[config.mk]
export PLATFORM = sky130hd
export DESIGN_NAME = text_line_number_visible_filter_flat
export DESIGN_NICKNAME = d
export VERILOG_FILES = /design/src/rtl/tlnv_pkg.sv /design/src/rtl/tlnv_in_if.sv /design/src/rtl/tlnv_out_if.sv /design/src/rtl/tlnv_cfg_regs.sv /design/src/rtl/tlnv_expand.sv /design/src/rtl/tlnv_serial.sv /design/src/rtl/text_line_number_visible_filter.sv /design/src/flat_wrapper.sv
export SDC_FILE = /design/constraint.sdc
export NUM_CORES = 1
export LEC_CHECK = 0
export BUFFER_PORTS_ARGS = -buffer_cell sky130_fd_sc_hd__buf_2
export CAP_MARGIN = 20
export CELL_PAD_IN_SITES_DETAIL_PLACEMENT = 1
export CELL_PAD_IN_SITES_GLOBAL_PLACEMENT = 1
export CORE_ASPECT_RATIO = 0.75
export CORE_MARGIN = 2
export CORE_UTILIZATION = 54
export DETAILED_ROUTE_END_ITERATION = 8
export PLACE_DENSITY = 0.86
export SKIP_CTS_REPAIR_TIMING = 1
export SLEW_MARGIN = 20
export SYNTH_ARGS = -nofsm -noshare
export SYNTH_HDL_FRONTEND = slang
export SYNTH_SLANG_ARGS = --single-unit
[constraint.sdc]
create_clock -name clk_i -period 5.9 [get_ports clk_i]
set_input_delay 0.59 -clock clk_i [delete_from_list [all_inputs] [get_ports clk_i]]
set_output_delay 0.59 -clock clk_i [all_outputs]
set_load 0.02 [all_outputs]
[src/rtl/tlnv_pkg.sv]
// tlnv_pkg: types, constants and register codes shared by the text line filter
// no dependencies; compiled before every other file of the block
`timescale 1ns / 1ps

package tlnv_pkg;

  // digits of the line number field
  localparam int unsigned NumDigits = 6;
  // worst case per input byte: number, two spaces, three bytes for "M-x"
  localparam int unsigned MaxOut    = NumDigits + 2 + 3;
  localparam int unsigned CntW      = $clog2(MaxOut + 1);

  localparam int unsigned CfgIdxW  = 3;
  localparam int unsigned CfgDataW = 2;

  typedef enum logic [CfgIdxW-1:0] {
    CFG_NUMBER_MODE      = 3'd0,
    CFG_SHOW_NONPRINTING = 3'd1,
    CFG_SHOW_ENDS        = 3'd2,
    CFG_SHOW_TABS        = 3'd3,
    CFG_SQUEEZE_BLANK    = 3'd4
  } cfg_idx_e;

  typedef enum logic [1:0] {
    NUM_NONE     = 2'd0,
    NUM_ALL      = 2'd1,
    NUM_NONBLANK = 2'd2,
    NUM_UNUSED   = 2'd3
  } num_mode_e;

  localparam logic [7:0] ChNewline = 8'h0A;
  localparam logic [7:0] ChTab     = 8'h09;
  localparam logic [7:0] ChSpace   = 8'h20;
  localparam logic [7:0] ChZero    = 8'h30;
  localparam logic [7:0] ChCaret   = 8'h5E;
  localparam logic [7:0] ChQuery   = 8'h3F;
  localparam logic [7:0] ChDollar  = 8'h24;
  localparam logic [7:0] ChM       = 8'h4D;
  localparam logic [7:0] ChDash    = 8'h2D;
  localparam logic [7:0] ChDel     = 8'h7F;
  localparam logic [7:0] CtrlLast  = 8'd26;
  localparam logic [7:0] CtrlShift = 8'd64;

  typedef struct packed {
    logic [1:0] number_mode;
    logic       show_nonprinting;
    logic       show_ends;
    logic       show_tabs;
    logic       squeeze_blank;
  } cfg_t;

  // output bytes of one input byte, element 0 goes out first
  typedef struct packed {
    logic [MaxOut-1:0][7:0] bytes;
    logic [CntW-1:0]        cnt;
  } burst_t;

endpackage

[src/rtl/tlnv_in_if.sv]
// tlnv_in_if: input channel of the text line filter, one raw byte per transaction
// uses no package
`timescale 1ns / 1ps

interface tlnv_in_if;
  logic       valid;
  logic       ready;
  logic [7:0] in_byte;
  logic       start_of_file;

  modport source (output valid, output in_byte, output start_of_file, input ready);
  modport sink   (input valid, input in_byte, input start_of_file, output ready);
endinterface

[src/rtl/tlnv_out_if.sv]
// tlnv_out_if: output channel of the text line filter, one character per transaction
// uses no package
`timescale 1ns / 1ps

interface tlnv_out_if;
  logic       valid;
  logic       ready;
  logic [7:0] out_byte;
  logic       last_of_run;

  modport source (output valid, output out_byte, output last_of_run, input ready);
  modport sink   (input valid, input out_byte, input last_of_run, output ready);
endinterface

[src/rtl/tlnv_cfg_regs.sv]
// tlnv_cfg_regs: write-only configuration registers of the text line filter
// depends on tlnv_pkg
`timescale 1ns / 1ps

module tlnv_cfg_regs (
  input  logic                          clk_i,
  input  logic                          rst_ni,
  input  logic                          cfg_we_i,
  input  logic [tlnv_pkg::CfgIdxW-1:0]  cfg_idx_i,
  input  logic [tlnv_pkg::CfgDataW-1:0] cfg_data_i,
  output tlnv_pkg::cfg_t                cfg_o
);
  import tlnv_pkg::*;

  cfg_t cfg_q, cfg_d;

  always_comb begin
    cfg_d = cfg_q;
    if (cfg_we_i) begin
      unique case (cfg_idx_e'(cfg_idx_i))
        CFG_NUMBER_MODE:      cfg_d.number_mode      = cfg_data_i;
        CFG_SHOW_NONPRINTING: cfg_d.show_nonprinting = cfg_data_i[0];
        CFG_SHOW_ENDS:        cfg_d.show_ends        = cfg_data_i[0];
        CFG_SHOW_TABS:        cfg_d.show_tabs        = cfg_data_i[0];
        CFG_SQUEEZE_BLANK:    cfg_d.squeeze_blank    = cfg_data_i[0];
        default: ;
      endcase
    end
  end

  always_ff @(posedge clk_i or negedge rst_ni) begin
    if (!rst_ni) begin
      cfg_q <= '0;
    end else begin
      cfg_q <= cfg_d;
    end
  end

  assign cfg_o = cfg_q;

endmodule

[src/rtl/tlnv_expand.sv]
// tlnv_expand: input register, line state and the expansion of one byte into a burst
// depends on tlnv_pkg and tlnv_in_if
`timescale 1ns / 1ps

module tlnv_expand (
  input  logic             clk_i,
  input  logic             rst_ni,
  input  tlnv_pkg::cfg_t   cfg_i,
  tlnv_in_if.sink          in_ch,
  output logic             burst_vld_o,
  output tlnv_pkg::burst_t burst_o,
  input  logic             burst_take_i
);
  import tlnv_pkg::*;

  localparam logic [NumDigits-1:0][3:0] LineOne = (NumDigits*4)'(1);

  // input register
  logic       a_vld_q;
  logic [7:0] a_byte_q;
  logic       a_sof_q;
  logic       a_move;

  // line state
  logic [NumDigits-1:0][3:0] line_q, line_d, line_base;
  logic                      prev_nl_q, at_start_q;
  logic [1:0]                run_q, run_d, run_inc;

  logic first, is_nl, drop, want_num, emit_num, visible;
  logic                 carry, lead;
  logic [3:0]           dig;
  logic [NumDigits+1:0][7:0] num_bytes;
  logic [2:0][7:0]      ch_bytes;
  logic [1:0]           ch_n;

  assign a_move      = a_vld_q && burst_take_i;
  assign in_ch.ready = !a_vld_q || burst_take_i;
  assign burst_vld_o = a_vld_q;

  always_ff @(posedge clk_i or negedge rst_ni) begin
    if (!rst_ni) begin
      a_vld_q <= 1'b0;
    end else if (in_ch.valid && in_ch.ready) begin
      a_vld_q <= 1'b1;
    end else if (a_move) begin
      a_vld_q <= 1'b0;
    end
  end

  always_ff @(posedge clk_i) begin
    if (in_ch.valid && in_ch.ready) begin
      a_byte_q <= in_ch.in_byte;
      a_sof_q  <= in_ch.start_of_file;
    end
  end

  // line state and squeeze decision
  always_comb begin
    first    = a_sof_q || at_start_q;
    is_nl    = (a_byte_q == ChNewline);
    run_inc  = (run_q == 2'd3) ? 2'd3 : run_q + 2'd1;
    drop     = !first && cfg_i.squeeze_blank && is_nl && (run_inc == 2'd3);
    if (first) begin
      run_d = 2'd0;
    end else if (cfg_i.squeeze_blank) begin
      run_d = is_nl ? run_inc : 2'd0;
    end else begin
      run_d = run_q;
    end
    want_num = (num_mode_e'(cfg_i.number_mode) == NUM_ALL) ||
               ((num_mode_e'(cfg_i.number_mode) == NUM_NONBLANK) && !is_nl);
    emit_num  = !drop && (first || prev_nl_q) && want_num;
    line_base = first ? LineOne : line_q;
  end

  // saturating bcd increment of the line number
  always_comb begin
    carry = 1'b0;
    for (int i = 0; i < NumDigits; i++) begin
      if (line_base[i] != 4'd9) carry = 1'b1;
    end
    line_d = line_base;
    if (emit_num && carry) begin
      carry = 1'b1;
      for (int i = 0; i < NumDigits; i++) begin
        if (carry) begin
          if (line_base[i] >= 4'd9) begin
            line_d[i] = 4'd0;
          end else begin
            line_d[i] = line_base[i] + 4'd1;
            carry     = 1'b0;
          end
        end
      end
    end
  end

  // space-padded decimal field and two spaces
  always_comb begin
    lead = 1'b1;
    dig  = 4'd0;
    for (int i = NumDigits - 1; i >= 0; i--) begin
      dig = (line_base[i] > 4'd9) ? 4'd9 : line_base[i];
      if (dig != 4'd0 || i == 0) lead = 1'b0;
      num_bytes[NumDigits-1-i] = lead ? ChSpace : ChZero + {4'd0, dig};
    end
    num_bytes[NumDigits]   = ChSpace;
    num_bytes[NumDigits+1] = ChSpace;
  end

  // rendering of the byte itself
  always_comb begin
    visible  = cfg_i.show_nonprinting || cfg_i.show_tabs || cfg_i.show_ends;
    ch_bytes = '0;
    ch_n     = 2'd1;
    ch_bytes[0] = a_byte_q;
    if (visible) begin
      priority if (is_nl) begin
        if (cfg_i.show_ends) begin
          ch_bytes[0] = ChDollar;
          ch_bytes[1] = ChNewline;
          ch_n        = 2'd2;
        end
      end else if (a_byte_q == ChTab && cfg_i.show_tabs) begin
        ch_bytes[0] = ChCaret;
        ch_bytes[1] = a_byte_q + CtrlShift;
        ch_n        = 2'd2;
      end else if (a_byte_q >= 8'd1 && a_byte_q <= CtrlLast && a_byte_q != ChTab) begin
        ch_bytes[0] = ChCaret;
        ch_bytes[1] = a_byte_q + CtrlShift;
        ch_n        = 2'd2;
      end else if (a_byte_q == ChDel) begin
        ch_bytes[0] = ChCaret;
        ch_bytes[1] = ChQuery;
        ch_n        = 2'd2;
      end else if (a_byte_q[7]) begin
        ch_bytes[0] = ChM;
        ch_bytes[1] = ChDash;
        ch_bytes[2] = {1'b0, a_byte_q[6:0]};
        ch_n        = 2'd3;
      end else begin
        ch_n = 2'd1;
      end
    end
  end

  // assemble the burst
  always_comb begin
    burst_o = '0;
    if (drop) begin
      burst_o.cnt = '0;
    end else if (emit_num) begin
      for (int i = 0; i < NumDigits + 2; i++) begin
        burst_o.bytes[i] = num_bytes[i];
      end
      for (int k = 0; k < 3; k++) begin
        burst_o.bytes[NumDigits+2+k] = ch_bytes[k];
      end
      burst_o.cnt = CntW'(NumDigits + 2) + CntW'(ch_n);
    end else begin
      for (int k = 0; k < 3; k++) begin
        burst_o.bytes[k] = ch_bytes[k];
      end
      burst_o.cnt = CntW'(ch_n);
    end
  end

  always_ff @(posedge clk_i or negedge rst_ni) begin
    if (!rst_ni) begin
      line_q     <= LineOne;
      prev_nl_q  <= 1'b0;
      at_start_q <= 1'b1;
      run_q      <= 2'd0;
    end else if (a_move) begin
      line_q     <= line_d;
      at_start_q <= 1'b0;
      run_q      <= run_d;
      if (!drop) prev_nl_q <= is_nl;
    end
  end

endmodule

[src/rtl/tlnv_serial.sv]
// tlnv_serial: result register holding one burst, shifted out a byte per transaction
// depends on tlnv_pkg and tlnv_out_if
`timescale 1ns / 1ps

module tlnv_serial (
  input  logic             clk_i,
  input  logic             rst_ni,
  input  logic             burst_vld_i,
  input  tlnv_pkg::burst_t burst_i,
  output logic             burst_take_o,
  tlnv_out_if.source       out_ch
);
  import tlnv_pkg::*;

  logic [MaxOut-1:0][7:0] bytes_q;
  logic [CntW-1:0]        rem_q;
  logic                   fire;

  assign out_ch.valid       = (rem_q != '0);
  assign out_ch.out_byte    = bytes_q[0];
  assign out_ch.last_of_run = (rem_q == CntW'(1));
  assign fire               = out_ch.valid && out_ch.ready;
  // free now, or freed by the final byte going out this cycle
  assign burst_take_o       = (rem_q == '0) || (fire && out_ch.last_of_run);

  always_ff @(posedge clk_i or negedge rst_ni) begin
    if (!rst_ni) begin
      rem_q <= '0;
    end else if (burst_take_o && burst_vld_i) begin
      rem_q <= burst_i.cnt;
    end else if (fire) begin
      rem_q <= rem_q - CntW'(1);
    end
  end

  always_ff @(posedge clk_i) begin
    if (burst_take_o && burst_vld_i) begin
      bytes_q <= burst_i.bytes;
    end else if (fire) begin
      bytes_q <= {8'd0, bytes_q[MaxOut-1:1]};
    end
  end

endmodule

[src/rtl/text_line_number_visible_filter.sv]
// text_line_number_visible_filter: top level of the line numbering / visible text filter
// depends on tlnv_pkg, tlnv_in_if, tlnv_out_if, tlnv_cfg_regs, tlnv_expand, tlnv_serial
//
//   channel   direction  width        transaction
//   in_ch_i   sink       8 + 1        raw byte, start of file flag
//   out_ch_o  source     8 + 1        one character, last of run flag
//   cfg       write      3 idx, 2 dat one register write per cycle with cfg_we_i
//
// an input byte is held in the input register, which forms its burst (0 to 11 characters)
// each burst goes out at one character per cycle while out_ch_o is ready; a byte with a single
// character sustains one transaction per cycle, an n-character burst holds the input to its end
// the input register takes the next byte while the result register is still draining
// reset clears the line number to one and the configuration to zero; no clearing pass
`timescale 1ns / 1ps

module text_line_number_visible_filter (
  input  logic                          clk_i,
  input  logic                          rst_ni,
  input  logic                          cfg_we_i,
  input  logic [tlnv_pkg::CfgIdxW-1:0]  cfg_idx_i,
  input  logic [tlnv_pkg::CfgDataW-1:0] cfg_data_i,
  tlnv_in_if.sink                       in_ch_i,
  tlnv_out_if.source                    out_ch_o
);
  import tlnv_pkg::*;

  cfg_t   cfg;
  burst_t burst;
  logic   burst_vld;
  logic   burst_take;

  tlnv_cfg_regs u_cfg (
    .clk_i      (clk_i),
    .rst_ni     (rst_ni),
    .cfg_we_i   (cfg_we_i),
    .cfg_idx_i  (cfg_idx_i),
    .cfg_data_i (cfg_data_i),
    .cfg_o      (cfg)
  );

  tlnv_expand u_expand (
    .clk_i        (clk_i),
    .rst_ni       (rst_ni),
    .cfg_i        (cfg),
    .in_ch        (in_ch_i),
    .burst_vld_o  (burst_vld),
    .burst_o      (burst),
    .burst_take_i (burst_take)
  );

  tlnv_serial u_serial (
    .clk_i        (clk_i),
    .rst_ni       (rst_ni),
    .burst_vld_i  (burst_vld),
    .burst_i      (burst),
    .burst_take_o (burst_take),
    .out_ch       (out_ch_o)
  );

endmodule

[src/flat_wrapper.sv]
// flat-port wrapper written by rule: the top's interface ports become plain ports
module text_line_number_visible_filter_flat import tlnv_pkg::*;
  (clk_i, rst_ni, cfg_we_i, cfg_idx_i, cfg_data_i, in_ch_i_valid, in_ch_i_in_byte, in_ch_i_start_of_file, in_ch_i_ready, out_ch_o_valid, out_ch_o_out_byte, out_ch_o_last_of_run, out_ch_o_ready);
  tlnv_in_if in_ch_i_i ();
  tlnv_out_if out_ch_o_i ();
  input  logic clk_i;
  input  logic rst_ni;
  input  logic cfg_we_i;
  input  logic [tlnv_pkg::CfgIdxW-1:0] cfg_idx_i;
  input  logic [tlnv_pkg::CfgDataW-1:0] cfg_data_i;
  input wire logic [$bits(in_ch_i_i.valid)-1:0] in_ch_i_valid;
  input wire logic [$bits(in_ch_i_i.in_byte)-1:0] in_ch_i_in_byte;
  input wire logic [$bits(in_ch_i_i.start_of_file)-1:0] in_ch_i_start_of_file;
  output wire logic [$bits(in_ch_i_i.ready)-1:0] in_ch_i_ready;
  output wire logic [$bits(out_ch_o_i.valid)-1:0] out_ch_o_valid;
  output wire logic [$bits(out_ch_o_i.out_byte)-1:0] out_ch_o_out_byte;
  output wire logic [$bits(out_ch_o_i.last_of_run)-1:0] out_ch_o_last_of_run;
  input wire logic [$bits(out_ch_o_i.ready)-1:0] out_ch_o_ready;
  assign in_ch_i_i.valid = in_ch_i_valid;
  assign in_ch_i_i.in_byte = in_ch_i_in_byte;
  assign in_ch_i_i.start_of_file = in_ch_i_start_of_file;
  assign in_ch_i_ready = in_ch_i_i.ready;
  assign out_ch_o_valid = out_ch_o_i.valid;
  assign out_ch_o_out_byte = out_ch_o_i.out_byte;
  assign out_ch_o_last_of_run = out_ch_o_i.last_of_run;
  assign out_ch_o_i.ready = out_ch_o_ready;
  text_line_number_visible_filter u_core (.clk_i(clk_i), .rst_ni(rst_ni), .cfg_we_i(cfg_we_i), .cfg_idx_i(cfg_idx_i), .cfg_data_i(cfg_data_i), .in_ch_i(in_ch_i_i), .out_ch_o(out_ch_o_i));
endmodule
==> impl_metrics.py, run 1 <==
metrics = {
    "cells_and_area": {
        "filler_cell_count": 1351,
        "utilization_pct": 60.9,
        "final-seq-area_um2": 3860,
        "fraction_of_final_layout_cells_sized_beyond_drive_strength_1_pct": 12.9,
        "area_added_between_synthesis_and_finish_pct": 10.8,
        "multi_input_area_um2": 2930,
        "nets": 716,
    },
    "sta": {
        "hold_violations": 0,
        "worst_slew_pin_slew_ps": 1150,
        "grt_setup_unrepaired": "false",
        "achievable-frequency_ghz": 0.256,
        "setup_total_negative_slack_ps": 0,
        "min_period_ps": 3900,
        "finalCritPeriodShare_pct": 66.1,
        "finalHoldWorstSlack_ps": 314,
        "fin_skew_ps": 8.63,
        "slew_viol_final": 0,
        "slew_headroom_pct": 22.5,
        "report.final.setup_viol": 0,
    },
    "power": {
        "p_sw_mw": 1.52,
        "clock_power_share_pct": 25.1,
        "p_int_mw": 2.58,
        "power_frac_comb_pct": 32.2,
        "finalPower_mw": 4.11,
        "ir_worst_vdd_mv": 0.386,
        "seq_power_share_pct": 42.7,
        "switching_share_pct": 37.1,
        "leakage_nw": 3.15,
        "power_density_nw_per_um2": 521,
    },
    "detailed_routing": {
        "wl_per_cell_um": 25.1,
        "vias_per_cell": 6.66,
        "first_iter_violations": 675,
        "post-route-drc-count": 0,
        "vias": 5732,
        "number_of_nets_with_antenna_violations_after_detailed_routing": 0,
        "drt_pre_antenna_iters": 5,
        "drt_wl_total_um": 21600,
    },
    "place": {
        "place.port_buffers": 29,
        "dpl.hpwl_um": 14500,
        "rd_place_congestion": 0.919,
    },
    "clock_network": {
        "clk_latency_ps": 420,
        "numClockSinks": 135,
        "clk_pin_slew_worst_paths_ps": 60,
        "cell_at_the_root_of_the_clock_tree": "sky130_fd_sc_hd__clkbuf_16",
        "numCtsBuffers": 17,
        "htree_num_levels": 4,
        "cts_tree": "built",
        "cts_buffer_depth": 2,
    },
    "worst_setup_path": {
        "cpMaxStageDelayCell": "sky130_fd_sc_hd__or3_1",
        "critical_path.max_fanout": 20,
        "crit_path_end_kind": "flip-flop",
        "worst_setup_path_start_kind": "flip-flop",
        "crit_chain": "inv_1 > ha_1 > or4b_4 > a311oi_1 > or3_1 > nor2_1 > a32oi_1 > o21ai_0",
        "timing_worst_setup_path_type": "flip-flop to flip-flop",
        "required_ps": 6030,
        "max_stage_delay_ps": 770,
        "data_arrival_time_of_the_critical_path_ps": 4040,
    },
    "synth": {
        "synth_area_um2": 7110,
        "syn_inst": 665,
        "avgSynthCellArea_um2": 10.7,
        "synth_largest_type_area_fraction_pct": 40.5,
        "ys_ff_latch": 135,
        "syn_nets": 705,
        "ys_seq_area_share_pct": 54.3,
        "synth.cells.most_frequent": "96 x sky130_fd_sc_hd__edfxtp_1, 89 x sky130_fd_sc_hd__nand2_1, 38 x sky130_fd_sc_hd__o21ai_0",
        "ys_async_sr_fraction_pct": 28.9,
        "post-synth-top-count-cell": "sky130_fd_sc_hd__edfxtp_1",
        "dominantRegCellSynth": "sky130_fd_sc_hd__edfxtp_1",
        "synth.lib_cells_used.distinct": 74,
        "synth-edff-count": 96,
        "netlist_top_cells_area": "sky130_fd_sc_hd__edfxtp_1 41%, sky130_fd_sc_hd__dfrtp_1 13%, sky130_fd_sc_hd__nand2_1 4.7%, sky130_fd_sc_hd__ha_1 3.7%, sky130_fd_sc_hd__and2_1 2.8%",
        "synth_largest_area_cell": "sky130_fd_sc_hd__edfxtp_1",
        "synth.yosys.warnings": 0,
    },
    "floorplanning": {
        "die_width_um": 136,
        "start_util_pct": 55.0,
        "core_region_area_um2": 12900,
        "dieArea_um2": 14100,
        "row_count": 36,
        "chipHeight_um": 103,
        "io_pins": 30,
    },
    "global_route": {
        "via_count_of_the_first_global_routing_pass": 5962,
        "remaining_global_route_overflow": 0,
        "maximum_number_of_pins_on_one_net_before_global_route_repair": 89,
        "track_usage_pct": 32.2,
        "initial_antenna_violation_count": 1,
        "wire_length_of_the_first_global_routing_pass_um": 33700,
    },
    "hold_path": {
        "hold_crit_class": "input pin to async pin",
    },
    "outcome": {
        "status": "complete, no violations",
    },
    "run": {
        "max_cap_viol_count": 0,
    },
}
[layer usage]
| metal | vias to the layer above | wire [µm] | GRT usage (%) |
|---|---|---|---|
| met2 | 276 | 10300 | 52.7 |
| met3 | 74 | 1520 | 6.04 |
| met1 | 2888 | 8960 | 42.3 |
| li1 | 2494 | - | - |
| met5 | - | 0 | 0 |
| met4 | 0 | 819 | 14.3 |
[cells in the final DEF (no fill, tap or decap), drive strengths merged, types with 7 or more instances in the layout]
master | Yosys | layout
a21o | 12 | 12
a21oi | 23 | 23
a22o | 15 | 15
a32o | 16 | 16
and2 | 32 | 32
and3 | 8 | 8
buf | 18 | 34
clkbuf | 24 | 17
clkinv | 0 | 9
dfrtp | 37 | 37
edfxtp | 96 | 96
ha | 21 | 21
inv | 33 | 33
nand2 | 90 | 90
nand2b | 7 | 7
nand3 | 19 | 19
nor2 | 36 | 36
nor3 | 11 | 11
nor4 | 14 | 14
o21ai | 49 | 49
o31ai | 7 | 7
or3 | 7 | 7
[state kept, by name, summed over array words and instances, names as in the netlist, 2 cells and up]
signal and cells:
u_core.u_serial.out_ch.out_byte 8, u_core.u_expand.run_q 2, u_core.u_serial.bytes_q 79, u_core.u_serial.rem_q 4, u_core.u_expand.a_byte_q 8, u_core.u_expand.line_q 24
u_core.u_cfg.cfg_o 6
[critical path: cells and delay by family, from the launching register on]
family                     cells  cell delay [ps]
and+or+nand+nor                3             1730
AOI/OAI and AO/OA              3              980
DFF                            1              510
adders and majority gates      1              210
buffers and inverters          1              170
[power groups by stage]
stage               clock network [mW]  registers, mW  logic, mW
floorplan                            0           1.65      0.943
global placement                     0           1.71       1.19
detailed placement                   0           1.75       1.29
CTS                               1.03           1.75       1.31
global route                      1.07           1.78       1.43
finish                            1.03           1.75       1.32
[area by class of cell]
type / count / share of cell area [%]
clock buffers: 17 / 5.40
inverters: 33 / 1.59
well taps: 171 / 2.72
clock inverters: 15 / 1.72
diodes: 1 / 0.0318
repair buffers: 34 / 2.37
flip-flops and latches: 135 / 49.0
multi-input cells: 455 / 37.2
[metrics by stage]
step | setup slack (ps) | instance area, µm² | instances
global route | 1850 | 7880 | 860
finish | 2000 | 7880 | 861
CTS | 2110 | 7870 | 860
floorplan | 2660 | 7110 | 665
detailed placement | 2140 | 7310 | 828
global placement | 2460 | 7310 | 828
[path summary, 6_finish.rpt]
path | startpoint | endpoint | slack [ps] | cells past startpoint
min reg2reg | u_core.u_cfg.cfg_o[3]$_DFFE_PN0P_ | u_core.u_cfg.cfg_o[3]$_DFFE_PN0P_ | 500 | 1
max | u_core.u_expand.a_byte_q[7]$_DFFE_PP_ | u_core.u_serial.bytes_q[18]$_DFFE_PP_ | 2000 | 8
min | rst_ni | u_core.u_serial.rem_q[2]$_DFFE_PN0P_ | 310 | 1
max in group asynchronous | rst_ni | u_core.u_expand.line_q[20]$_DFFE_PN0P_ | 5010 | 1
max reg2reg | u_core.u_expand.a_byte_q[7]$_DFFE_PP_ | u_core.u_serial.bytes_q[18]$_DFFE_PP_ | 2000 | 8
min in group clk_i | in_ch_i_in_byte[6] | u_core.u_expand.a_byte_q[6]$_DFFE_PP_ | 340 | 1
[cells by family (layout without fill, tap and decap cells)]
group	count (synthesis)	after routing	synth area share, %
compound gates	170	170	17.3
other cells	0	1	0
simple gates	253	253	18.3
xor+xnor	1	1	0.123
fa+ha+maj	21	21	3.70
mux	10	10	1.51
flops	135	135	54.3
buf+inv	75	99	4.72
No activity file was read; power rests on OpenSTA's default activity.
==> run 2, diff against run 1 <==
- CORE_UTILIZATION: 54 -> 50
- PLACE_DENSITY: 0.86 -> 0.8
- clock period: 5.9 -> 4 ns (I/O delays scaled with it)
==> impl_metrics.py, run 2 (synthesized netlist as in run 1, its figures left out) <==
metrics = {
    "sta": {
        "fin_skew_ps": 9.87,
        "finalHoldWorstSlack_ps": 128,
        "hold_violations": 0,
        "finalCritPeriodShare_pct": 91.2,
        "slew_viol_final": 0,
        "setup_total_negative_slack_ps": 0,
        "min_period_ps": 3650,
        "report.final.setup_viol": 0,
        "achievable-frequency_ghz": 0.274,
        "worst_slew_pin_slew_ps": 1080,
        "grt_setup_unrepaired": "false",
        "slew_headroom_pct": 27.9,
        "timing.final.ws_setup_ps": 352,
    },
    "worst_setup_path": {
        "crit_path_end_kind": "flip-flop",
        "critical_path.max_fanout": 19,
        "required_ps": 4360,
        "data_arrival_time_of_the_critical_path_ps": 4010,
        "timing_worst_setup_path_type": "flip-flop to flip-flop",
        "worst_setup_path_start_kind": "flip-flop",
    },
    "clock_network": {
        "cts_tree": "built",
        "clk_pin_slew_worst_paths_ps": 60,
        "numCtsBuffers": 17,
        "numClockSinks": 135,
        "cts_buffer_depth": 2,
        "htree_num_levels": 4,
        "cell_at_the_root_of_the_clock_tree": "sky130_fd_sc_hd__clkbuf_16",
        "clk_latency_ps": 430,
    },
    "cells_and_area": {
        "nets": 723,
        "registers.top_by_ff_count": "u_core.u_serial.bytes_q",
        "fraction_of_final_layout_cells_sized_beyond_drive_strength_1_pct": 14.2,
        "filler_cell_count": 1485,
        "layout_common_cells": "96 x sky130_fd_sc_hd__edfxtp_1, 89 x sky130_fd_sc_hd__nand2_1, 38 x sky130_fd_sc_hd__o21ai_0",
        "flip_flop_count_of_the_largest_register_after_layout": 79,
        "stdcell_count": 870,
        "biggestRegsByFlops": "u_core.u_serial.bytes_q: 79 flops, u_core.u_expand.line_q: 24 flops",
        "diodes": 0,
        "area_added_between_synthesis_and_finish_pct": 12.9,
        "final_common_cell": "sky130_fd_sc_hd__edfxtp_1",
    },
    "hold_path": {
        "hold_crit_class": "input pin to async pin",
    },
    "detailed_routing": {
        "first_iter_violations": 675,
        "wl_per_cell_um": 23.6,
        "post-route-drc-count": 0,
        "number_of_nets_with_antenna_violations_after_detailed_routing": 0,
        "drt_pre_antenna_iters": 6,
        "vias_per_cell": 6.41,
        "drt_wl_total_um": 20500,
        "vias": 5578,
    },
    "floorplanning": {
        "dieArea_um2": 15200,
        "die_width_um": 142,
        "chipHeight_um": 107,
        "core_region_area_um2": 13800,
        "io_pins": 30,
        "start_util_pct": 51.5,
        "row_count": 37,
    },
    "place": {
        "preCtsSetupSlack_ps": 477,
        "place.port_buffers": 29,
        "rd_place_congestion": 0.930,
        "dpl.hpwl_um": 13600,
        "place.detailed.instances": 839,
    },
    "global_route": {
        "maximum_number_of_pins_on_one_net_before_global_route_repair": 103,
        "track_usage_pct": 28.7,
        "via_count_of_the_first_global_routing_pass": 5729,
        "remaining_global_route_overflow": 0,
        "wire_length_of_the_first_global_routing_pass_um": 32400,
        "initial_antenna_violation_count": 0,
    },
    "power": {
        "seq_power_share_pct": 40.8,
        "clock_power_share_pct": 28.4,
        "switching_share_pct": 34.9,
        "ir_worst_vdd_mv": 0.822,
        "p_sw_mw": 2.19,
        "power_frac_comb_pct": 30.8,
        "p_int_mw": 4.08,
        "leakage_nw": 3.24,
        "power_density_nw_per_um2": 781,
    },
    "run": {
        "max_cap_viol_count": 0,
    },
    "outcome": {
        "status": "complete, no violations",
    },
}
-- run 2: through the flow --
step | power [mW] | utilization (%) | area (µm²)
2_1_floorplan | 3.83 | - | 7110
3_3_place_gp | 4.34 | 53.4 | 7370
5_1_grt | 6.58 | 58.2 | 8030
6_report | 6.27 | 58.2 | 8030
3_5_place_dp | 4.44 | 53.4 | 7370
4_1_cts | 6.28 | 58.2 | 8020
-- run 2: cell type report --
cell class | instances | area [µm²] | share of cell area, %
Clock buffer | 17 | 425 | 5.30
Clock inverter | 14 | 230 | 2.87
Inverter | 33 | 125 | 1.56
Multi-Input combinational cell | 455 | 2930 | 36.5
Sequential cell | 135 | 3860 | 48.1
Tap cell | 175 | 219 | 2.73
Timing Repair Buffer | 41 | 239 | 2.98
-- run 2: power groups by stage --
stage	sequential [mW]	clock, mW	combinational (mW)
3_3_place_gp	2.53	0	1.81
4_1_cts	2.56	1.80	1.92
3_5_place_dp	2.56	0	1.89
5_1_grt	2.61	1.85	2.11
6_report	2.56	1.78	1.93
2_1_floorplan	2.44	0	1.39
-- run 2: worst max-delay path, stage by stage (launching register included) --
cell,delay (ps)
sky130_fd_sc_hd__edfxtp_1,490
sky130_fd_sc_hd__nor2_2,630
sky130_fd_sc_hd__nand2_1,230
sky130_fd_sc_hd__inv_1,140
sky130_fd_sc_hd__ha_1,230
sky130_fd_sc_hd__nor2_1,90
sky130_fd_sc_hd__a21o_1,240
sky130_fd_sc_hd__nor4_2,610
sky130_fd_sc_hd__nand3_1,320
sky130_fd_sc_hd__nor3_1,390
sky130_fd_sc_hd__a22o_1,210
-- run 2: worst paths after layout --
check / slack (ps) / from / endpoint / depth (start not counted)
setup / recovery: 350 / u_core.u_expand.a_sof_q$_DFFE_PP_ / u_core.u_expand.line_q[17]$_DFFE_PN0P_ / 10
hold / removal: 130 / rst_ni / u_core.u_serial.rem_q[2]$_DFFE_PN0P_ / 1
setup reg to reg: 350 / u_core.u_expand.a_sof_q$_DFFE_PP_ / u_core.u_expand.line_q[17]$_DFFE_PN0P_ / 10
hold reg to reg: 510 / u_core.u_cfg.cfg_o[3]$_DFFE_PN0P_ / u_core.u_cfg.cfg_o[3]$_DFFE_PN0P_ / 1
max in group asynchronous: 3270 / rst_ni / u_core.u_expand.line_q[21]$_DFFE_PN0P_ / 1
min in group clk_i: 140 / in_ch_i_in_byte[2] / u_core.u_expand.a_byte_q[2]$_DFFE_PP_ / 1
-- run 2: routing by layer --
layer	vias up	GRT usage, %	share of wire [%]
met5	-	0	0
li1	2496	-	-
met2	253	43.0	45
met4	0	8.79	1.7
met3	31	9.25	9.4
met1	2798	40.0	44
==> run 3, diff against run 2 <==
- CORE_UTILIZATION: 50 -> 45
- PLACE_DENSITY: 0.8 -> 0.76
- clock period: 4 -> 3 ns (I/O delays scaled with it)
==> impl_metrics.py, run 3 (synthesized netlist as in run 1, its figures left out) <==
metrics = {
    "outcome": {
        "status": "complete, no violations",
    },
    "sta": {
        "finalHoldWorstSlack_ps": 20.3,
        "slew_headroom_pct": 29.9,
        "slew_viol_final": 0,
        "hold_violations": 0,
        "achievable-frequency_ghz": 0.345,
        "finalCritPeriodShare_pct": 96.7,
        "report.final.setup_viol": 0,
        "min_period_ps": 2900,
        "grt_setup_unrepaired": "true",
        "fin_skew_ps": 7.76,
        "worst_slew_pin_slew_ps": 1050,
    },
    "detailed_routing": {
        "post-route-drc-count": 0,
        "vias_per_cell": 6.12,
        "drt_pre_antenna_iters": 7,
        "number_of_nets_with_antenna_violations_after_detailed_routing": 0,
        "drt_wl_total_um": 20400,
        "first_iter_violations": 579,
        "wl_per_cell_um": 22.2,
        "vias": 5621,
    },
    "worst_setup_path": {
        "crit_path_end_kind": "flip-flop",
        "critical_path.max_fanout": 22,
        "timing_worst_setup_path_type": "flip-flop to flip-flop",
        "worst_setup_path_start_kind": "flip-flop",
        "data_arrival_time_of_the_critical_path_ps": 3220,
        "required_ps": 3320,
    },
    "cells_and_area": {
        "final_common_cell": "sky130_fd_sc_hd__edfxtp_1",
        "flip_flop_count_of_the_largest_register_after_layout": 79,
        "nets": 741,
        "biggestRegsByFlops": "u_core.u_serial.bytes_q: 79 flops, u_core.u_expand.line_q: 24 flops",
        "diodes": 0,
        "stdcell_count": 919,
        "filler_cell_count": 1660,
        "layout_common_cells": "96 x sky130_fd_sc_hd__edfxtp_1, 88 x sky130_fd_sc_hd__nand2_1, 37 x sky130_fd_sc_hd__o21ai_0, 37 x sky130_fd_sc_hd__dfrtp_1, 33 x sky130_fd_sc_hd__nor2_1",
        "post_route_cell_area_um2": 8250,
        "area_added_between_synthesis_and_finish_pct": 16.1,
        "multi_input_area_um2": 3010,
        "fraction_of_final_layout_cells_sized_beyond_drive_strength_1_pct": 18.3,
        "final-seq-area_um2": 3860,
        "registers.top_by_ff_count": "u_core.u_serial.bytes_q",
    },
    "global_route": {
        "via_count_of_the_first_global_routing_pass": 5728,
        "initial_antenna_violation_count": 1,
        "track_usage_pct": 25.5,
        "wire_length_of_the_first_global_routing_pass_um": 32500,
        "remaining_global_route_overflow": 0,
        "maximum_number_of_pins_on_one_net_before_global_route_repair": 103,
    },
    "power": {
        "power_density_nw_per_um2": 1000,
        "leakage_nw": 3.33,
        "ir_worst_vdd_mv": 0.840,
    },
    "floorplanning": {
        "core_region_area_um2": 15300,
        "io_pins": 30,
        "dieArea_um2": 16800,
        "row_count": 39,
        "die_width_um": 149,
        "chipHeight_um": 113,
        "start_util_pct": 46.4,
    },
    "place": {
        "place.detailed.instances": 885,
        "rd_place_congestion": 0.874,
        "place_area_um2": 7570,
        "place.port_buffers": 29,
        "dpl.hpwl_um": 14000,
    },
    "clock_network": {
        "numClockSinks": 135,
        "htree_num_levels": 4,
        "clk_latency_ps": 430,
        "cts_tree": "built",
        "cts_buffer_depth": 2,
        "clk_pin_slew_worst_paths_ps": 60,
        "numCtsBuffers": 17,
        "cell_at_the_root_of_the_clock_tree": "sky130_fd_sc_hd__clkbuf_16",
    },
    "run": {
        "max_cap_viol_count": 0,
    },
    "hold_path": {
        "hold_crit_class": "input pin to async pin",
    },
}
-- run 3: cell count changes in the layout (fill, tap and decap cells not counted), sizes merged --
cell,delta
buf,+18
clkinvlp,+4
bufinv,-3
clkinv,-2
inv,+2
-- run 3: stage by stage --
step	setup TNS, ps	utilization, %	worst slack, ps	power [mW]
2_1_floorplan	0	-	14.6	5.11
3_3_place_gp	0	49.4	53.0	5.87
3_5_place_dp	-212	49.4	-68.6	6.05
4_1_cts	-366	53.3	-77.8	8.26
5_1_grt	-45.9	53.8	-24.9	8.71
6_report	0	53.8	98.5	8.27
-- run 3: cell type report --
type	count	share of cell area, %
multi-input combinational	455	36.4
tap	205	3.11
sequential	135	46.8
timing repair buffer	59	4.79
clock buffer	17	5.16
inverter	33	1.55
clock inverter	15	2.15
-- run 3: worst max-delay path, cell delays in order, from the launching register on --
cell	delay (ps)
sky130_fd_sc_hd__dfstp_2	580
sky130_fd_sc_hd__nor2_2	70
sky130_fd_sc_hd__buf_12	150
sky130_fd_sc_hd__nand2_1	120
sky130_fd_sc_hd__ha_1	210
sky130_fd_sc_hd__or4bb_1	550
sky130_fd_sc_hd__nor4_4	240
sky130_fd_sc_hd__a2111oi_4	120
sky130_fd_sc_hd__buf_4	200
sky130_fd_sc_hd__and3_2	230
sky130_fd_sc_hd__a211oi_1	300
-- run 3: final timing paths --
| path | start | end | slack [ps] | cells past startpoint |
|---|---|---|---|---|
| max in group asynchronous | rst_ni | u_core.u_expand.line_q[21]$_DFFE_PN0P_ | 2390 | 1 |
| max reg2reg | u_core.u_expand.at_start_q$_DFFE_PN1P_ | u_core.u_expand.line_q[20]$_DFFE_PN0P_ | 100 | 10 |
| min reg2reg | u_core.u_cfg.cfg_o[3]$_DFFE_PN0P_ | u_core.u_cfg.cfg_o[3]$_DFFE_PN0P_ | 500 | 1 |
| max | u_core.u_expand.at_start_q$_DFFE_PN1P_ | u_core.u_expand.line_q[20]$_DFFE_PN0P_ | 100 | 10 |
| min | rst_ni | u_core.u_serial.rem_q[2]$_DFFE_PN0P_ | 20 | 1 |
| min in group clk_i | in_ch_i_in_byte[4] | u_core.u_expand.a_byte_q[4]$_DFFE_PP_ | 40 | 1 |
-- run 3: metal layers --
layer	wire length, µm	global-route usage (%)	vias to the layer above
met5	13	0	-
li1	-	-	2539
met1	9350	36.0	2860
met3	1180	5.40	42
met2	9430	39.5	178
met4	444	8.13	2
-- run 3: report_power, final --
| part | leakage, nW | internal [mW] | total [mW] | switching (mW) |
|---|---|---|---|---|
| clock network | 0.282 | 1.31 | 2.17 | 0.861 |
| logic | 1.58 | 0.966 | 2.72 | 1.76 |
| registers | 1.47 | 3.03 | 3.38 | 0.353 |
| total | 3.33 | 5.30 | 8.27 | 2.97 |
